### config.mk
export PLATFORM = sky130hd
export DESIGN_NAME = grid_first_fit_placer_top_flat
export DESIGN_NICKNAME = d
export VERILOG_FILES = /design/src/rtl/core/gffp_pkg.sv /design/src/rtl/core/gffp_if.sv /design/src/rtl/core/grid_first_fit_placer_top.sv /design/src/rtl/core/gffp_ctrl.sv /design/src/rtl/core/gffp_datapath.sv /design/src/flat_wrapper.sv
export SDC_FILE = /design/constraint.sdc
export NUM_CORES = 1
export LEC_CHECK = 0
export BUFFER_PORTS_ARGS = -buffer_cell sky130_fd_sc_hd__clkbuf_2
export CORE_MARGIN = 10
export CORE_UTILIZATION = 30
export CTS_CLUSTER_SIZE = 14
export DETAILED_ROUTE_END_ITERATION = 8
export HOLD_SLACK_MARGIN = 0.05
export PLACE_DENSITY = 0.46
export SYNTH_ARGS = -nofsm -noshare
export SYNTH_HDL_FRONTEND = slang
export SYNTH_SLANG_ARGS = --single-unit
export TNS_END_PERCENT = 5
### constraint.sdc
create_clock -name clk -period 4.9 [get_ports clk]
set_input_delay 0.735 -clock clk [delete_from_list [all_inputs] [get_ports clk]]
set_output_delay 0.735 -clock clk [all_outputs]
set_load 0.03 [all_outputs]
### src/rtl/core/gffp_pkg.sv
`timescale 1ns / 1ps
// ----------------------------------------------------------------------------
// Grid first-fit placer package
// Shared widths, default grid size and the command/status bundles that run
// between the controller and the datapath.
// ----------------------------------------------------------------------------
package gffp_pkg;

  // Default grid size.
  localparam int DEF_GRID_COLUMNS = 8;
  localparam int DEF_GRID_ROWS    = 15;

  // Fixed field widths of the item channels.
  localparam int MODE_W  = 1;
  localparam int SIZE_IN_W = 4;
  localparam int SLOT_W  = 7;
  localparam int COUNT_W = 7;

  // Working widths: a size compare covers grid sizes up to 32, and a cell
  // number covers up to 32 x 32 cells.
  localparam int SIZE_W = 6;
  localparam int CELL_W = 11;

  // Placement count saturates here.
  localparam logic [COUNT_W-1:0] COUNT_MAX = 7'd127;

  // Request codes carried in the mode field.
  localparam logic MODE_PLACE = 1'b0;
  localparam logic MODE_CLEAR = 1'b1;

  // Commands from the controller to the datapath.
  typedef struct packed {
    logic load;       // capture a place request and start a scan
    logic clear;      // free every cell and zero the count
    logic scan_step;  // evaluate one grid row
    logic mark;       // mark the found footprint and count it
    logic emit;       // move the finished result to the output register
  } cmd_t;

  // Status from the datapath to the controller.
  typedef struct packed {
    logic is_clear;   // incoming item is a clear request
    logic bad_size;   // incoming rectangle can never fit
    logic found;      // the current row completes a fitting footprint
    logic scan_last;  // the current row is the last row of the grid
  } status_t;

endpackage

### src/rtl/core/gffp_if.sv
`timescale 1ns / 1ps
// ----------------------------------------------------------------------------
// Grid first-fit placer channel interfaces
// Valid/ready channels for request items and result items.
// ----------------------------------------------------------------------------
interface gffp_in_if;
  logic                            valid;
  logic                            ready;
  logic [gffp_pkg::MODE_W-1:0]     mode;
  logic [gffp_pkg::SIZE_IN_W-1:0]  item_width;
  logic [gffp_pkg::SIZE_IN_W-1:0]  item_height;

  modport source (output valid, output mode, output item_width, output item_height,
                  input ready);
  modport sink   (input valid, input mode, input item_width, input item_height,
                  output ready);
endinterface

interface gffp_out_if;
  logic                          valid;
  logic                          ready;
  logic                          placed;
  logic [gffp_pkg::SLOT_W-1:0]   slot;
  logic [gffp_pkg::COUNT_W-1:0]  placed_count;

  modport source (output valid, output placed, output slot, output placed_count,
                  input ready);
  modport sink   (input valid, input placed, input slot, input placed_count,
                  output ready);
endinterface

### src/rtl/core/grid_first_fit_placer_top.sv
`timescale 1ns / 1ps
// ----------------------------------------------------------------------------
// Grid first-fit placer
// Keeps an occupancy map of a grid and places rectangles at the first free
// top-left cell in row-major order, or clears the grid on request.
// ----------------------------------------------------------------------------
//  Channel   Direction  Carries
//  in_chan   sink       mode, item_width, item_height
//  out_chan  source     placed, slot, placed_count
//
//  A place item passes through accept, a scan of up to GRID_ROWS grid rows (one
//  grid row per cycle through per-column free-run counters), marking and
//  hand-off. A clear item, or a size that can never fit, goes from accept
//  straight to hand-off.
//  Synchronous reset frees every cell and zeroes the count at once.
//  A result waits in the output register under stall while the next item is
//  accepted; that item stalls only at hand-off if the register is still full.
// ----------------------------------------------------------------------------
module grid_first_fit_placer_top #(
  parameter int GRID_COLUMNS = gffp_pkg::DEF_GRID_COLUMNS,
  parameter int GRID_ROWS    = gffp_pkg::DEF_GRID_ROWS
) (
  input  logic        clk,
  input  logic        rst_n,
  gffp_in_if.sink     in_chan,
  gffp_out_if.source  out_chan
);
  import gffp_pkg::*;

  cmd_t    cmd;
  status_t st;

  // Sequencing.
  gffp_ctrl u_ctrl (
    .clk       (clk),
    .rst_n     (rst_n),
    .in_valid  (in_chan.valid),
    .in_ready  (in_chan.ready),
    .out_valid (out_chan.valid),
    .out_ready (out_chan.ready),
    .st        (st),
    .cmd       (cmd)
  );

  // Map, scan and result registers.
  gffp_datapath #(
    .GRID_COLUMNS (GRID_COLUMNS),
    .GRID_ROWS    (GRID_ROWS)
  ) u_datapath (
    .clk              (clk),
    .rst_n            (rst_n),
    .cmd              (cmd),
    .st               (st),
    .in_mode          (in_chan.mode),
    .in_item_width    (in_chan.item_width),
    .in_item_height   (in_chan.item_height),
    .out_placed       (out_chan.placed),
    .out_slot         (out_chan.slot),
    .out_placed_count (out_chan.placed_count)
  );

endmodule

### src/rtl/core/gffp_ctrl.sv
`timescale 1ns / 1ps
// ----------------------------------------------------------------------------
// Grid first-fit placer controller
// State machine that sequences accept, row scan, marking and result hand-off,
// and owns the handshake flags of both channels.
// ----------------------------------------------------------------------------
module gffp_ctrl (
  input  logic              clk,
  input  logic              rst_n,
  input  logic              in_valid,
  output logic              in_ready,
  output logic              out_valid,
  input  logic              out_ready,
  input  gffp_pkg::status_t st,
  output gffp_pkg::cmd_t    cmd
);
  import gffp_pkg::*;

  typedef enum logic [3:0] {
    ST_IDLE = 4'b0001,
    ST_SCAN = 4'b0010,
    ST_MARK = 4'b0100,
    ST_EMIT = 4'b1000
  } state_t;

  state_t state_r;
  state_t state_nxt;
  logic   out_valid_r;

  // Next state and commands.
  always_comb begin
    cmd       = '0;
    state_nxt = state_r;
    unique case (state_r)
      ST_IDLE: begin
        if (in_valid) begin
          if (st.is_clear) begin
            cmd.clear = 1'b1;
            state_nxt = ST_EMIT;
          end else begin
            cmd.load  = 1'b1;
            state_nxt = st.bad_size ? ST_EMIT : ST_SCAN;
          end
        end
      end
      ST_SCAN: begin
        cmd.scan_step = 1'b1;
        if (st.found) begin
          state_nxt = ST_MARK;
        end else if (st.scan_last) begin
          state_nxt = ST_EMIT;
        end
      end
      ST_MARK: begin
        cmd.mark  = 1'b1;
        state_nxt = ST_EMIT;
      end
      ST_EMIT: begin
        // Wait until the output register is free or being drained.
        if (!out_valid_r || out_ready) begin
          cmd.emit  = 1'b1;
          state_nxt = ST_IDLE;
        end
      end
      default: begin
        state_nxt = ST_IDLE;
      end
    endcase
  end

  // State and output valid flag.
  always_ff @(posedge clk) begin
    if (!rst_n) begin
      state_r     <= ST_IDLE;
      out_valid_r <= 1'b0;
    end else begin
      state_r <= state_nxt;
      if (cmd.emit) begin
        out_valid_r <= 1'b1;
      end else if (out_ready) begin
        out_valid_r <= 1'b0;
      end
    end
  end

  assign in_ready  = (state_r == ST_IDLE);
  assign out_valid = out_valid_r;

endmodule

### src/rtl/core/gffp_datapath.sv
`timescale 1ns / 1ps
// ----------------------------------------------------------------------------
// Grid first-fit placer datapath
// Occupancy rows, per-column free-run counters for the row scan, footprint
// marking, the placement count and the result registers.
// ----------------------------------------------------------------------------
module gffp_datapath #(
  parameter int GRID_COLUMNS = gffp_pkg::DEF_GRID_COLUMNS,
  parameter int GRID_ROWS    = gffp_pkg::DEF_GRID_ROWS
) (
  input  logic                            clk,
  input  logic                            rst_n,
  input  gffp_pkg::cmd_t                  cmd,
  output gffp_pkg::status_t               st,
  input  logic [gffp_pkg::MODE_W-1:0]     in_mode,
  input  logic [gffp_pkg::SIZE_IN_W-1:0]  in_item_width,
  input  logic [gffp_pkg::SIZE_IN_W-1:0]  in_item_height,
  output logic                            out_placed,
  output logic [gffp_pkg::SLOT_W-1:0]     out_slot,
  output logic [gffp_pkg::COUNT_W-1:0]    out_placed_count
);
  import gffp_pkg::*;

  localparam int XIDX_W = (GRID_COLUMNS > 1) ? $clog2(GRID_COLUMNS) : 1;
  localparam int RIDX_W = (GRID_ROWS > 1) ? $clog2(GRID_ROWS) : 1;
  localparam int RUN_W  = $clog2(GRID_ROWS + 1);
  localparam int WIDE_W = GRID_COLUMNS + 16;

  // Span of w bits starting at column x, with room above the grid so that a
  // span that runs past the last column can be seen.
  function automatic logic [WIDE_W-1:0] span_at(input logic [SIZE_IN_W-1:0] w,
                                                 input logic [XIDX_W-1:0]    x);
    logic [WIDE_W-1:0] base;
    base    = (WIDE_W'(1) << w) - WIDE_W'(1);
    span_at = base << x;
  endfunction

  // Occupancy map, one word per row.
  logic [GRID_COLUMNS-1:0] rows_r [GRID_ROWS];
  logic [COUNT_W-1:0]      count_r;
  logic [COUNT_W-1:0]      count_nxt;

  // Request and scan registers.
  logic [SIZE_IN_W-1:0] w_r;
  logic [SIZE_IN_W-1:0] h_r;
  logic [RIDX_W-1:0]    row_idx_r;
  logic [RUN_W-1:0]     run_r [GRID_COLUMNS];
  logic [RUN_W-1:0]     run_nxt [GRID_COLUMNS];
  logic [XIDX_W-1:0]    x_r;
  logic [RIDX_W-1:0]    y_r;

  // Pending result and output register.
  logic               pend_placed_r;
  logic [SLOT_W-1:0]  pend_slot_r;
  logic [COUNT_W-1:0] pend_count_r;
  logic               out_placed_r;
  logic [SLOT_W-1:0]  out_slot_r;
  logic [COUNT_W-1:0] out_count_r;

  logic [GRID_COLUMNS-1:0] cur_row;
  logic [GRID_COLUMNS-1:0] fit;
  logic [GRID_COLUMNS-1:0] hit;
  logic                    found;
  logic [XIDX_W-1:0]       hit_x;
  logic [RIDX_W-1:0]       top_y;
  logic [WIDE_W-1:0]       mark_wide;
  logic [GRID_COLUMNS-1:0] mark_span;
  logic [CELL_W-1:0]       cell_num;

  // Size check on the incoming request.
  assign st.is_clear = (in_mode == MODE_CLEAR);
  assign st.bad_size = (in_item_width == '0) || (in_item_height == '0)
                    || ({2'b00, in_item_width}  > SIZE_W'(GRID_COLUMNS))
                    || ({2'b00, in_item_height} > SIZE_W'(GRID_ROWS));

  assign cur_row = rows_r[row_idx_r];

  // Per column: does the span at this column fit the grid and the current row,
  // and does its free run now reach the rectangle height.
  for (genvar gx = 0; gx < GRID_COLUMNS; gx++) begin : g_col
    logic [WIDE_W-1:0] span;
    logic [SIZE_W-1:0] run_inc;
    always_comb begin
      span       = span_at(w_r, XIDX_W'(gx));
      fit[gx]    = ((span[GRID_COLUMNS-1:0] & cur_row) == '0)
                && (span[WIDE_W-1:GRID_COLUMNS] == '0);
      run_inc    = SIZE_W'(run_r[gx]) + SIZE_W'(1);
      hit[gx]    = fit[gx] && (run_inc >= {2'b00, h_r});
      run_nxt[gx] = fit[gx] ? RUN_W'(run_inc) : '0;
    end
  end

  // Leftmost column whose footprint completes on this row.
  always_comb begin
    found = 1'b0;
    hit_x = '0;
    for (int x = GRID_COLUMNS - 1; x >= 0; x--) begin
      if (hit[x]) begin
        found = 1'b1;
        hit_x = XIDX_W'(x);
      end
    end
  end

  // The footprint's top row lies h-1 rows above the current one.
  assign top_y = RIDX_W'(SIZE_W'(row_idx_r) + SIZE_W'(1) - {2'b00, h_r});

  assign st.found     = found;
  assign st.scan_last = (row_idx_r == RIDX_W'(GRID_ROWS - 1));

  // Marking mask, cell number and saturating count.
  assign mark_wide = span_at(w_r, x_r);
  assign mark_span = mark_wide[GRID_COLUMNS-1:0];
  assign cell_num  = CELL_W'(x_r) + CELL_W'(y_r) * CELL_W'(GRID_COLUMNS);
  assign count_nxt = (count_r < COUNT_MAX) ? count_r + COUNT_W'(1) : count_r;

  // Occupancy map and count.
  always_ff @(posedge clk) begin
    if (!rst_n) begin
      for (int r = 0; r < GRID_ROWS; r++) begin
        rows_r[r] <= '0;
      end
      count_r <= '0;
    end else if (cmd.clear) begin
      for (int r = 0; r < GRID_ROWS; r++) begin
        rows_r[r] <= '0;
      end
      count_r <= '0;
    end else if (cmd.mark) begin
      for (int r = 0; r < GRID_ROWS; r++) begin
        if ((SIZE_W'(r) >= SIZE_W'(y_r))
            && (SIZE_W'(r) < SIZE_W'(y_r) + {2'b00, h_r})) begin
          rows_r[r] <= rows_r[r] | mark_span;
        end
      end
      count_r <= count_nxt;
    end
  end

  // Request capture and row scan.
  always_ff @(posedge clk) begin
    if (cmd.load) begin
      w_r       <= in_item_width;
      h_r       <= in_item_height;
      row_idx_r <= '0;
      for (int x = 0; x < GRID_COLUMNS; x++) begin
        run_r[x] <= '0;
      end
    end else if (cmd.scan_step) begin
      if (found) begin
        x_r <= hit_x;
        y_r <= top_y;
      end else begin
        row_idx_r <= row_idx_r + RIDX_W'(1);
        for (int x = 0; x < GRID_COLUMNS; x++) begin
          run_r[x] <= run_nxt[x];
        end
      end
    end
  end

  // Pending result: no room by default, updated by a clear or a placement.
  always_ff @(posedge clk) begin
    if (cmd.load) begin
      pend_placed_r <= 1'b0;
      pend_slot_r   <= '0;
      pend_count_r  <= count_r;
    end else if (cmd.clear) begin
      pend_placed_r <= 1'b1;
      pend_slot_r   <= '0;
      pend_count_r  <= '0;
    end else if (cmd.mark) begin
      pend_placed_r <= 1'b1;
      pend_slot_r   <= cell_num[SLOT_W-1:0];
      pend_count_r  <= count_nxt;
    end
  end

  // Output register.
  always_ff @(posedge clk) begin
    if (cmd.emit) begin
      out_placed_r <= pend_placed_r;
      out_slot_r   <= pend_slot_r;
      out_count_r  <= pend_count_r;
    end
  end

  assign out_placed       = out_placed_r;
  assign out_slot         = out_slot_r;
  assign out_placed_count = out_count_r;

endmodule

### src/flat_wrapper.sv
// flat-port wrapper written by rule: the top's interface ports become plain ports
module grid_first_fit_placer_top_flat import gffp_pkg::*;
#(
  parameter int GRID_COLUMNS = gffp_pkg::DEF_GRID_COLUMNS,
  parameter int GRID_ROWS    = gffp_pkg::DEF_GRID_ROWS
)
  (clk, rst_n, in_chan_valid, in_chan_mode, in_chan_item_width, in_chan_item_height, in_chan_ready, out_chan_valid, out_chan_placed, out_chan_slot, out_chan_placed_count, out_chan_ready);
  gffp_in_if in_chan_i ();
  gffp_out_if out_chan_i ();
  input  logic clk;
  input  logic rst_n;
  input wire logic [$bits(in_chan_i.valid)-1:0] in_chan_valid;
  input wire logic [$bits(in_chan_i.mode)-1:0] in_chan_mode;
  input wire logic [$bits(in_chan_i.item_width)-1:0] in_chan_item_width;
  input wire logic [$bits(in_chan_i.item_height)-1:0] in_chan_item_height;
  output wire logic [$bits(in_chan_i.ready)-1:0] in_chan_ready;
  output wire logic [$bits(out_chan_i.valid)-1:0] out_chan_valid;
  output wire logic [$bits(out_chan_i.placed)-1:0] out_chan_placed;
  output wire logic [$bits(out_chan_i.slot)-1:0] out_chan_slot;
  output wire logic [$bits(out_chan_i.placed_count)-1:0] out_chan_placed_count;
  input wire logic [$bits(out_chan_i.ready)-1:0] out_chan_ready;
  assign in_chan_i.valid = in_chan_valid;
  assign in_chan_i.mode = in_chan_mode;
  assign in_chan_i.item_width = in_chan_item_width;
  assign in_chan_i.item_height = in_chan_item_height;
  assign in_chan_ready = in_chan_i.ready;
  assign out_chan_valid = out_chan_i.valid;
  assign out_chan_placed = out_chan_i.placed;
  assign out_chan_slot = out_chan_i.slot;
  assign out_chan_placed_count = out_chan_i.placed_count;
  assign out_chan_i.ready = out_chan_ready;
  grid_first_fit_placer_top #(.GRID_COLUMNS(GRID_COLUMNS), .GRID_ROWS(GRID_ROWS)) u_core (.clk(clk), .rst_n(rst_n), .in_chan(in_chan_i), .out_chan(out_chan_i));
endmodule
### Yosys cells after proc, flatten, opt, wreduce, memory -nomap -nowiden

Memory sizes are Yosys's and may differ from the RTL's. A register that Yosys moved wholly into a read port is not among the register bits.
Cells that the tools add are included.

* equality and inequality tests: 8
* multiplexer cells: 171
* $add $sub $neg: 15
* reductions and logical operators: 63
* $lt $le $gt $ge: 40
* bitwise operators: 64
* shifts and indexed selects: 2

Operators by type and width (number)
* $mux 8: 30
* $logic_not 16->1: 8
* $or 8x8->8: 15
* $mux 1: 104
* $mux 4: 24
* $and 8x8->8: 8
* $logic_not 8->1: 8
* $add 4x1->5 const B: 8
* $ge 5x4->1: 8
* $or 1x1->1: 38
* $lt 4x6->1 const A: 6
* $logic_and 1x1->1: 31
* $ge 4x4->1 const A: 7
* $mux 7: 4
* $lt 3x6->1 const A: 4
* $shl 1x4->24 const A: 1
* $shl 24x3->8: 1
* $sub 24x2->24 const B: 1
* $ge 3x4->1 const A: 4
* $pmux 4 s4: 1
* $lt 1x6->1 const A: 2
* $lt 2x6->1 const A: 2
* $mux 3: 4
* $add 4x1->4 const B: 2
* 26 further kinds: 42

* word-level logic and storage cells: 381
* memories kept: 2
* register bits: 61
* bits in writable memories: 152
* input bits: 13

Memories
* u_core.u_datapath.rows_r: depth 15, width 8, rd ports 16, clocked after memory_dff 1, write ports 15, RTL line gffp_datapath.sv:39 `logic [GRID_COLUMNS-1:0] rows_r [GRID_ROWS];`
* u_core.u_datapath.run_r: depth 8, width 4, rd ports 8, clocked after memory_dff 0, write ports 8, RTL line gffp_datapath.sv:47 `logic [RUN_W-1:0] run_r [GRID_COLUMNS];`

### Depth between registers and ports, before layout

Gate-level depths: netlist of the first run.

* depth after elaboration: 19
* depth in mapped cells: 17

### Hierarchy

A second synthesis of the first run with hierarchy kept.

* cells, all modules: 1057
* area total of the unflattened synthesis: 12047.8 um2

Modules (own cells, without submodules)
* gffp_datapath: cells an instance 1023, sequential area each 6055.8 um2, area each 11760.0 um2, times used 1
* gffp_ctrl: cells an instance 34, sequential area each 100.1 um2, area each 287.8 um2, times used 1

### Least setup slack after synthesis of the first run

OpenSTA, ideal clock, no wires.

* path type: reg-to-reg
* from: register u_core.u_datapath.w_r[0]
* to: memory u_core.u_datapath.run_r[0][0] (netlist name) (enable)
* data arrival time: 4.263 ns
* path slack: 0.247 ns
* data required time: 4.511 ns
* clock period less this slack: 4.653 ns
* library setup time: 0.389 ns
* cell stages (with the launch flop): 17
* cells stage by stage: edfxtp_1 buf_4 nor4_1 buf_2 inv_1 ha_1 clkbuf_1 clkbuf_1 nor4_1 a21oi_1 a2bb2oi_1 o22ai_2 and3b_1 nor4b_4 nand2_4 buf_6 nand2_1

RTL lines
* from (decl): RTL line gffp_datapath.sv:44 `logic [SIZE_IN_W-1:0] w_r;`
* from (signal assigned): RTL line gffp_datapath.sv:143 `w_r <= in_item_width;`
* to (decl): RTL line gffp_datapath.sv:47

==> results_dict.tcl, run 1 <==
set metrics [dict create \
    cp.required_ns 5.26 \
    antenna_found_initial 1 \
    wl_per_cell_um 20.4 \
    postCtsSetupBuffers 0 \
    hold_viol_final 0 \
    rows 72 \
    syn_to_final_growth_pct 14.0 \
    cts.sinks 217 \
    ys_types 75 \
    drv_slew 0 \
    synth_top_family_by_area "compound AO/OA/AOI/OAI gates" \
    synthMuxAreaShare 0.0626 \
    path_clk_slew_ns 0.06 \
    grt_pass1_wl_um 50300 \
    leakage_nw 4.94 \
    worstSetupPathType "register to register" \
    final_cell_mix "edfxtp_1, o21a_1, nand2_1" \
    dieArea_mm2 0.0480 \
    layout-drive-gt1-share 0.136 \
    worstSetupEndpointType "register" \
    synth_seq_cells 217 \
    cp-start-kind "register" \
    placed_cell_area_mm2 0.0127 \
    synth_area_per_cell_um2 11.5 \
    worst_slack_ns 0.423 \
    place_ws_ns 0.593 \
    synth_area_mm2 0.0119 \
    slew_headroom 0.342 \
    cts_tree "yes" \
    synth-compound-area-share 0.166 \
    multiInputGateArea_mm2 0.00533 \
    synth_adder_area_share 0.0581 \
    outcome "complete, no violations" \
    grt.overflow.total 0 \
    grt_pass1_vias 8189 \
    grt_max_degree 33 \
    synth-simple-area-share 0.140 \
    rsz0062_at_grt "no" \
    p_per_area_mw_per_mm2 353 \
    ios 30 \
    critPathMaxFanout 16 \
    synth-edff-count 181 \
    insertion_delay_ns 0.54 \
    skew_ns 0.0142 \
    fin_area_mm2 0.0136 \
    setup_viol 0 \
    via_count 8399 \
    period_minus_slack_ns 4.48 \
    ys_warn_count 0 \
    cap_violations 0 \
    die_h_um 219 \
    synth_xor_xnor_area_share 0.0199 \
    syn-num-nets 1103 \
    hpwl_um 23500 \
    initial_utilization 0.306 \
    grtUsageTotal 0.135 \
    core_mm2 0.0389 \
    nets 1148 \
    fin_setup_tns_ns 0 \
    ys.flop_type "edfxtp_1" \
    antenna_left 0 \
    async_flop_share 0 \
    worstMarginPinSlew_ns 0.987 \
    wirelength_um 33100 \
    final-seq-area_mm2 0.00616 \
    portBuffers 29 \
    root_buffer "clkbuf_16" \
    worstHoldPathType "input pin to register" \
    clk_path_buf_depth 3 \
    seq_area_frac_synth 0.518 \
    hold_slack_ns 0.400 \
    die_w_um 219 \
    place.gp.congestion 0.877 \
    cts-buffers-inserted 26 \
    fmax_ghz 0.223 \
    via_per_inst 5.19 \
    postCtsHoldBufs 0 \
    final_common_cell "edfxtp_1" \
    fillers 3885 \
    finalCritPeriodShare 0.914 \
    htreeDepth 1 \
    ctsResizeCount 0 \
    drtIter0Drc 530 \
    irDropWorstVdd_v 0.000251 \
    first_pass_iters 6 \
    syn_inst 1036 \
    drcViolationCount 0 \
    arrival_ns 4.83 \
]
[worst paths after layout]
path,depth (start not counted),slack (ns),endpoint,start
hold / removal,1,0.40,u_core.u_datapath.h_r[0],in_chan_item_height[0]
hold reg to reg,0,0.42,u_core.u_datapath.out_placed_count[3],u_core.u_datapath.pend_count_r[3]
setup reg to reg,13,0.42,register,u_core.u_datapath.w_r[1]
setup / recovery,13,0.42,register,u_core.u_datapath.w_r[1]
[worst max-delay path: stages, from the launching register on]
cell and delay, ns:
edfxtp_1 0.58, nor4_2 0.39, inv_1 0.15, ha_1 0.27, buf_4 0.19, a21oi_1 0.16
a2bb2oi_1 0.54, nor3_1 0.13, nor4_1 0.54, o2111ai_1 0.26, nor4b_4 0.21, nand2_4 0.07
buf_4 0.23, mux2i_1 0.57
[stage by stage]
stage | cells | power, mW | util
2_1_floorplan | 1036 | 2.70 | -
3_3_place_gp | 1571 | 2.93 | 0.327
3_5_place_dp | 1571 | 2.93 | 0.327
4_1_cts | 1618 | 4.85 | 0.348
5_1_grt | 1618 | 5.00 | 0.348
6_report | 1619 | 4.79 | 0.348
[synth_stat cells (12+ instances only)]
master    number  area share
a211oi_1      13      0.0082
a21oi_1       57       0.024
and3_1        12      0.0063
clkbuf_1      32       0.010
dfxtp_1       36       0.061
edfxtp_1     181        0.46
ha_1          52       0.055
inv_1         33       0.010
mux2i_1       35       0.029
nand2_1       67       0.021
nand2b_1      24       0.013
nand3_1       26       0.011
nor2_1        62       0.020
nor2b_1       30       0.016
nor3_1        30       0.013
o21a_1       112       0.071
o21ai_0       26       0.011
o22ai_1       12      0.0063
xnor2_1       14       0.010
xor2_1        13      0.0096
[power by group]
part           switching [mW]  internal [mW]
clock                   0.749           1.15
combinational           0.426          0.237
sequential             0.0868           2.14
[cells by family after synthesis]
kind of cell,after synthesis
AND/OR/NAND/NOR,311
multiplexers,55
XOR/XNOR,27
flip-flops,217
adder cells (fa/ha/maj),54
buffers and inverters,86
AO/OA/AOI/OAI,286
[metal layers]
layer,GRT usage,routed length (um),vias up
li1,-,-,4023
met1,0.193,16100,4156
met2,0.212,15000,174
met3,0.0191,1370,46
met4,0.0308,653,0
met5,0,0,-
[final cells by class]
type | count | area share
sequential | 217 | 0.454
multi-input combinational | 733 | 0.393
clock buffer | 41 | 0.0581
tap | 518 | 0.0478
timing repair buffer | 69 | 0.0329
inverter | 34 | 0.00941
clock inverter | 6 | 0.00397
antenna | 1 | 0.000185
[registers in the layout, indices dropped and copies added, names as in the netlist, named ones only]
signal                              count
u_core.u_datapath.w_r                   4
u_core.u_datapath.out_placed_count      7
u_core.u_ctrl.out_valid                 1
u_core.u_datapath.pend_slot_r           7
u_core.u_datapath.row_idx_r             4
u_core.u_datapath.x_r                   3
u_core.u_ctrl.state_r                   4
u_core.u_datapath.pend_count_r          7
u_core.u_datapath.run_r                32
u_core.u_datapath.out_slot              7
u_core.u_datapath.count_r               7
u_core.u_datapath.y_r                   4
u_core.u_datapath.out_placed            1
u_core.u_datapath.rows_r              120
u_core.u_datapath.pend_placed_r         1
u_core.u_datapath.h_r                   4
(Power assumes the default switching activity.)
==> run 2, diff against run 1 <==
- PLACE_DENSITY: 0.46 -> 0.42
- clock period: 4.9 -> 5.4 ns (I/O delays scaled with it)
==> run 2 against run 1 <==
Compared with the run above: design area down 0.41%; wire length is 1.7% higher; final cell count shrank 0.62%; clock skew rose by 0.0029 ns; clock power fell by 6%; count of clock-buffer cells in the layout decreased by 5; combinational power down 11%; total power down 8.3%; global-route usage grew 0.38 points; setup slack gained 0.28 ns; utilization down 0.14 points; largest cell class unchanged.
==> results_dict.tcl, run 2 (synthesized netlist as in run 1, its figures left out) <==
set metrics [dict create \
    path_buf_inv 1 \
    cts-buffers-inserted 26 \
    layout-drive-gt1-share 0.129 \
    hold_slack_ns 0.425 \
    grtUsageTotal 0.139 \
    final_common_cell "edfxtp_1" \
    grt_max_degree 31 \
    fmax_ghz 0.213 \
    grt_pass1_wl_um 51900 \
    finalCritPeriodShare 0.870 \
    outcome "complete, no violations" \
    irDropWorstVdd_v 0.000207 \
    ctsResizeCount 0 \
    ios 30 \
    worstMarginPinSlew_ns 0.994 \
    syn_to_final_growth_pct 13.5 \
    power.share.sequential 0.462 \
    path_cells "nor2_1 > nand3b_1 > ha_1 > xnor2_1 > nor3_1 > or3_1 > or4_4 > nor3_4 > nor4b_4 > buf_4 > nand2_1 > and2_1" \
    grt.overflow.total 0 \
    cts_tree "yes" \
    core_mm2 0.0389 \
    critPathMaxFanout 16 \
    min-delay-start "u_core.u_datapath.pend_count_r[1]" \
    via_per_inst 5.10 \
    die_h_um 219 \
    cts.sinks 217 \
    largest_reg_flops 120 \
    initial_utilization 0.306 \
    dieArea_mm2 0.0480 \
    fin_setup_tns_ns 0 \
    place.gp.congestion 0.824 \
    cap_violations 0 \
    critPathTopFamily "simple AND/OR/NAND/NOR gates" \
    rr_endpoint "u_core.u_datapath.x_r[1]" \
    worstSetupPathType "register to register" \
    top_register "u_core.u_datapath.rows_r" \
    crit_slowest_cell "nor2_1" \
    nets 1138 \
    antenna_found_initial 0 \
    postCtsHoldBufs 0 \
    htreeDepth 1 \
    rows 72 \
    insertion_delay_ns 0.54 \
    clk_path_buf_depth 3 \
    p_per_area_mw_per_mm2 325 \
    cp.required_ns 5.60 \
    r2r_start "u_core.u_datapath.w_r[2]" \
    cp-start-kind "register" \
    final_cell_mix "edfxtp_1, o21a_1, nand2_1" \
    hold_end "u_core.u_datapath.out_placed_count[1]" \
    cp_slowest_stage_delay_ns 0.64 \
    ff2ff_setup_slack_ns 0.70 \
    wl_per_cell_um 20.9 \
    die_w_um 219 \
    grt_pass1_vias 8264 \
    portBuffers 29 \
    hold_viol_final 0 \
    whs_path_depth 0 \
    drv_slew 0 \
    p_clk_frac 0.404 \
    switching_share 0.265 \
    period_minus_slack_ns 4.70 \
    postCtsSetupBuffers 0 \
    hpwl_um 24100 \
    internal_power_mw 3.22 \
    rsz0062_at_grt "no" \
    slew_headroom 0.336 \
    drtIter0Drc 459 \
    leakage_nw 4.89 \
    combPwrFrac 0.134 \
    skew_ns 0.0171 \
    cp.depth 12 \
    first_pass_iters 5 \
    via_count 8200 \
    root_buffer "clkbuf_16" \
    arrival_ns 4.90 \
    drcViolationCount 0 \
    worstSetupEndpointType "register" \
    reg2regPathDepth 12 \
    setup_viol 0 \
    wirelength_um 33700 \
    power_switching_mw 1.17 \
    worstHoldPathType "register to register" \
    path_clk_slew_ns 0.06 \
    reg_top3 "u_core.u_datapath.rows_r x120, u_core.u_datapath.run_r x32" \
    antenna_left 0 \
]
[run 2: changes by cell type in the layout (fill, tap and decap cells not counted)]
cell / previous run / this run
buf_4: 40 / 30
bufinv_16: 1 / 3
clkbuf_1: 8 / 7
clkbuf_16: 27 / 26
clkbuf_8: 6 / 3
clkinv_1: 2 / 3
clkinv_2: 4 / 3
clkinv_8: 0 / 1
inv_4: 0 / 2
nor2_1: 62 / 61
nor2_2: 0 / 1
[run 2: per-layer routing]
layer | GRT usage | wire length (um) | share of wire | vias to the layer above
li1 | - | - | - | 3994
met1 | 0.198 | 16700 | 0.50 | 4037
met2 | 0.219 | 15300 | 0.45 | 125
met3 | 0.0173 | 976 | 0.029 | 44
met4 | 0.0336 | 706 | 0.021 | 0
met5 | 0 | 0 | 0 | -
[run 2: worst max-delay path by stage]
| stage | from | end |
|---|---|---|
| 2_1_floorplan | u_core.u_datapath.w_r[0] | u_core.u_datapath.run_r[0][0] |
| 3_3_place_gp | u_core.u_datapath.w_r[2] | register |
| 3_5_place_dp | u_core.u_datapath.w_r[2] | u_core.u_datapath.y_r[2] |
| 4_1_cts | u_core.u_datapath.w_r[2] | u_core.u_datapath.x_r[1] |
| 5_1_grt | u_core.u_datapath.w_r[2] | u_core.u_datapath.x_r[1] |
| 6_report | u_core.u_datapath.w_r[2] | u_core.u_datapath.x_r[1] |
[run 2: power groups by stage]
stage          Combinational (mW)  Clock, mW  Sequential, mW
2_1_floorplan               0.415          0            2.03
3_3_place_gp                0.592          0            2.06
3_5_place_dp                0.592          0            2.06
4_1_cts                     0.596       1.83            2.03
5_1_grt                     0.655       1.89            2.04
6_report                    0.586       1.78            2.03
[run 2: stage by stage]
step | std cells | setup WS (ns) | power, mW | utilization | area (um^2)
finish | 1609 | 0.700 | 4.39 | 0.347 | 13500
global route | 1608 | 0.450 | 4.59 | 0.347 | 13500
floorplan | 1036 | 0.747 | 2.45 | - | 11900
detailed placement | 1561 | 0.824 | 2.66 | 0.325 | 12600
CTS | 1608 | 0.784 | 4.45 | 0.347 | 13500
global placement | 1561 | 0.892 | 2.66 | 0.325 | 12600
[run 2: area by class of cell]
type                       instances  area (um^2)
antenna                            1         2.50
clock buffer                      36          718
clock inverter                    11          141
fill                            3963        25400
inverter                          34          128
multi-input combinational        733         5340
sequential                       217         6160
tap                              518          648
timing repair buffer              59          370
==> run 3, diff against run 2 <==
- ABC_AREA: not set -> 1
==> run 3 against run 2 <==
Compared with the run above: register-to-register slack better by 0.79 ns; wire length fell by 0.41%; design area increased by 1.1%; utilization down 0.26 points; via count up 14%; combinational power increased by 81%; critical path depth is 3 higher; final cell count increased by 23%; fmax rose by 20%; critical endpoint is now u_core.u_datapath.run_r[1][4].
==> results_dict.tcl, run 3 <==
set metrics [dict create \
    fin_setup_tns_ns 0 \
    hold_end "u_core.u_datapath.out_placed_count[3]" \
    die_h_um 220 \
    arrival_ns 4.03 \
    synth_common_cells "nand2_1, inv_1, edfxtp_1, nor2_1, nand3_1" \
    drv_slew 0 \
    leakage_nw 6.09 \
    grt_pass1_vias 9054 \
    worstSetupEndpointType "register" \
    r2r_start "u_core.u_datapath.w_r[3]" \
    cp-start-kind "register" \
    cts.sinks 217 \
    via_count 9348 \
    core_mm2 0.0396 \
    ff2ff_setup_slack_ns 1.49 \
    irDropWorstVdd_v 0.000229 \
    finalPower_mw 5.05 \
    path_clk_slew_ns 0.06 \
    met1_length_um 16000 \
    synth_area_per_cell_um2 8.55 \
    worstMarginPinSlew_ns 0.885 \
    final_cell_mix "nand2_1, inv_1, edfxtp_1" \
    fmax_ghz 0.256 \
    synth_seq_cells 217 \
    initial_utilization 0.303 \
    period_minus_slack_ns 3.91 \
    first_pass_iters 6 \
    hpwl_um 23500 \
    rsz0062_at_grt "no" \
    skew_ns 0.0179 \
    antenna_left 0 \
    wl_met3_um 1460 \
    wirelength_um 33500 \
    grt.overflow.total 0 \
    setup_viol 0 \
    via_per_inst 4.70 \
    highest_layer "met4" \
    critPathTopFamily "simple AND/OR/NAND/NOR gates" \
    ys_types 48 \
    ios 30 \
    grt_max_degree 67 \
    antenna_found_initial 1 \
    drtIter0Drc 505 \
    reg_top3 "u_core.u_datapath.rows_r x120, u_core.u_datapath.run_r x32" \
    ys_warn_count 0 \
    clk_path_buf_depth 3 \
    postCtsHoldBufs 0 \
    route.met2.wl_um 15300 \
    seq_area_frac_synth 0.513 \
    critPathMaxFanout 36 \
    htreeDepth 1 \
    whs_path_depth 0 \
    ys.flop_type "edfxtp_1" \
    worstHoldPathType "register to register" \
    grt_pass1_wl_um 52700 \
    p_per_area_mw_per_mm2 370 \
    synth_most_common_cell "nand2_1" \
    wl_per_cell_um 16.9 \
    insertion_delay_ns 0.58 \
    dieArea_mm2 0.0484 \
    crit_slowest_cell "edfxtp_1" \
    synth-edff-count 181 \
    synth_largest_area_cell "edfxtp_1" \
    placed_cell_area_mm2 0.0127 \
    rows 73 \
    drcViolationCount 0 \
    path_buf_inv 2 \
    top_register "u_core.u_datapath.rows_r" \
    synth_top_cells_by_area "edfxtp_1, nand2_1, inv_1" \
    ctsResizeCount 0 \
    fin_area_mm2 0.0137 \
    finalCritPeriodShare 0.725 \
    syn_inst 1403 \
    synth_area_mm2 0.0120 \
    portBuffers 29 \
    syn-num-nets 1470 \
    async_flop_share 0 \
    worstSetupPathType "register to register" \
    rr_endpoint "u_core.u_datapath.run_r[1][4]" \
    outcome "complete, no violations" \
    reg2regPathDepth 15 \
    path_cells "nor2_4 > inv_1 > nor2_1 > clkinv_1 > ha_1 > nand2_1 > nor2_1 > xor2_1 > nand2_1 > a21oi_1 > nand3_1 > nand2_2 > nor2_4 > nand3_4 > nand2_2" \
    synth_top_area_frac 0.453 \
    place.gp.congestion 0.860 \
    root_buffer "clkbuf_16" \
    slew_headroom 0.410 \
    nets 1506 \
    largest_reg_flops 120 \
    final_common_cell "nand2_1" \
    cp_slowest_stage_delay_ns 0.50 \
    cts-buffers-inserted 29 \
    cp.required_ns 5.52 \
    postCtsSetupBuffers 0 \
    cts_tree "yes" \
    die_w_um 220 \
    min-delay-start "u_core.u_datapath.pend_count_r[3]" \
    syn_to_final_growth_pct 13.7 \
    grtUsageTotal 0.139 \
    hold_viol_final 0 \
    insertedDiodeCount 0 \
    cap_violations 0 \
    layout-drive-gt1-share 0.0855 \
]
==> run 3: changes by cell type in the layout (fill, tap and decap cells not counted), moves of 18 or more <==
| cell | previous run | this run |
|---|---|---|
| inv_1 | 33 | 247 |
| nor2b_1 | 30 | 0 |
| o21a_1 | 112 | 14 |
| nand3_1 | 26 | 111 |
| nand2b_1 | 24 | 0 |
| a21oi_1 | 57 | 103 |
| mux2i_1 | 35 | 0 |
| o21ai_0 | 26 | 76 |
| nand2_1 | 67 | 294 |
| nor2_1 | 61 | 124 |
| buf_4 | 30 | 12 |
==> run 3: worst max path at each step <==
stage	slack, ns	cells after the start	from	endpoint
5_1_grt	0.99	18	u_core.u_datapath.w_r[3]	u_core.u_datapath.row_idx_r[0]
6_report	1.49	15	u_core.u_datapath.w_r[3]	u_core.u_datapath.run_r[1][4]
2_1_floorplan	2.19	17	u_core.u_datapath.w_r[3]	u_core.u_datapath.run_r[0][0]
3_3_place_gp	1.53	15	u_core.u_datapath.w_r[3]	u_core.u_datapath.run_r[0][14]
4_1_cts	1.39	16	u_core.u_datapath.w_r[3]	u_core.u_datapath.row_idx_r[0]
3_5_place_dp	1.42	16	u_core.u_datapath.w_r[3]	u_core.u_datapath.row_idx_r[0]
==> run 3: worst reg2reg max path, stage by stage (launching register included) <==
cell	delay (ns)
edfxtp_1	0.50
nor2_4	0.23
inv_1	0.14
nor2_1	0.17
clkinv_1	0.26
ha_1	0.32
nand2_1	0.17
nor2_1	0.08
xor2_1	0.26
nand2_1	0.08
a21oi_1	0.21
nand3_1	0.16
nand2_2	0.15
nor2_4	0.06
nand3_4	0.11
nand2_2	0.51
==> run 3: cell families (layout without fill, tap and decap cells) <==
group,count (synthesis),after routing,share of synthesized area
adder cells (fa/ha/maj),54,54,0.0575
buffers and inverters,294,353,0.0977
AND/OR/NAND/NOR,579,579,0.206
AO/OA/AOI/OAI,239,239,0.110
flip-flops,217,217,0.513
XOR/XNOR,20,20,0.0152
==> run 3: layout make-up <==
| cell class | instances | area [um^2] |
|---|---|---|
| fill | 4240 | 26000 |
| timing repair buffer | 41 | 235 |
| sequential | 217 | 6160 |
| clock buffer | 35 | 790 |
| multi-input combinational | 892 | 4680 |
| clock inverter | 19 | 164 |
| inverter | 258 | 968 |
| tap | 525 | 657 |
==> run 3: metal layers <==
| layer | vias to the layer above | GRT usage |
|---|---|---|
| li1 | 4702 | - |
| met1 | 4419 | 0.192 |
| met2 | 183 | 0.221 |
| met3 | 44 | 0.0193 |
| met4 | 0 | 0.0438 |
| met5 | - | 0 |
==> run 3: where the power goes <==
group / leakage, nW / total (mW) / internal [mW] / switching, mW
sequential: 2.12 / 2.06 / 1.98 / 0.0751
clock: 0.478 / 1.92 / 1.14 / 0.785
combinational: 3.50 / 1.06 / 0.309 / 0.755
==> run 3: stage by stage <==
stage | hold WS, ns | worst slack [ns] | cells | util
floorplan | 0.400 | 2.19 | 1403 | -
global placement | 0.408 | 1.53 | 1933 | 0.320
detailed placement | 0.409 | 1.42 | 1933 | 0.320
CTS | 0.396 | 1.39 | 1987 | 0.344
global route | 0.407 | 0.994 | 1987 | 0.344
finish | 0.417 | 1.49 | 1987 | 0.344
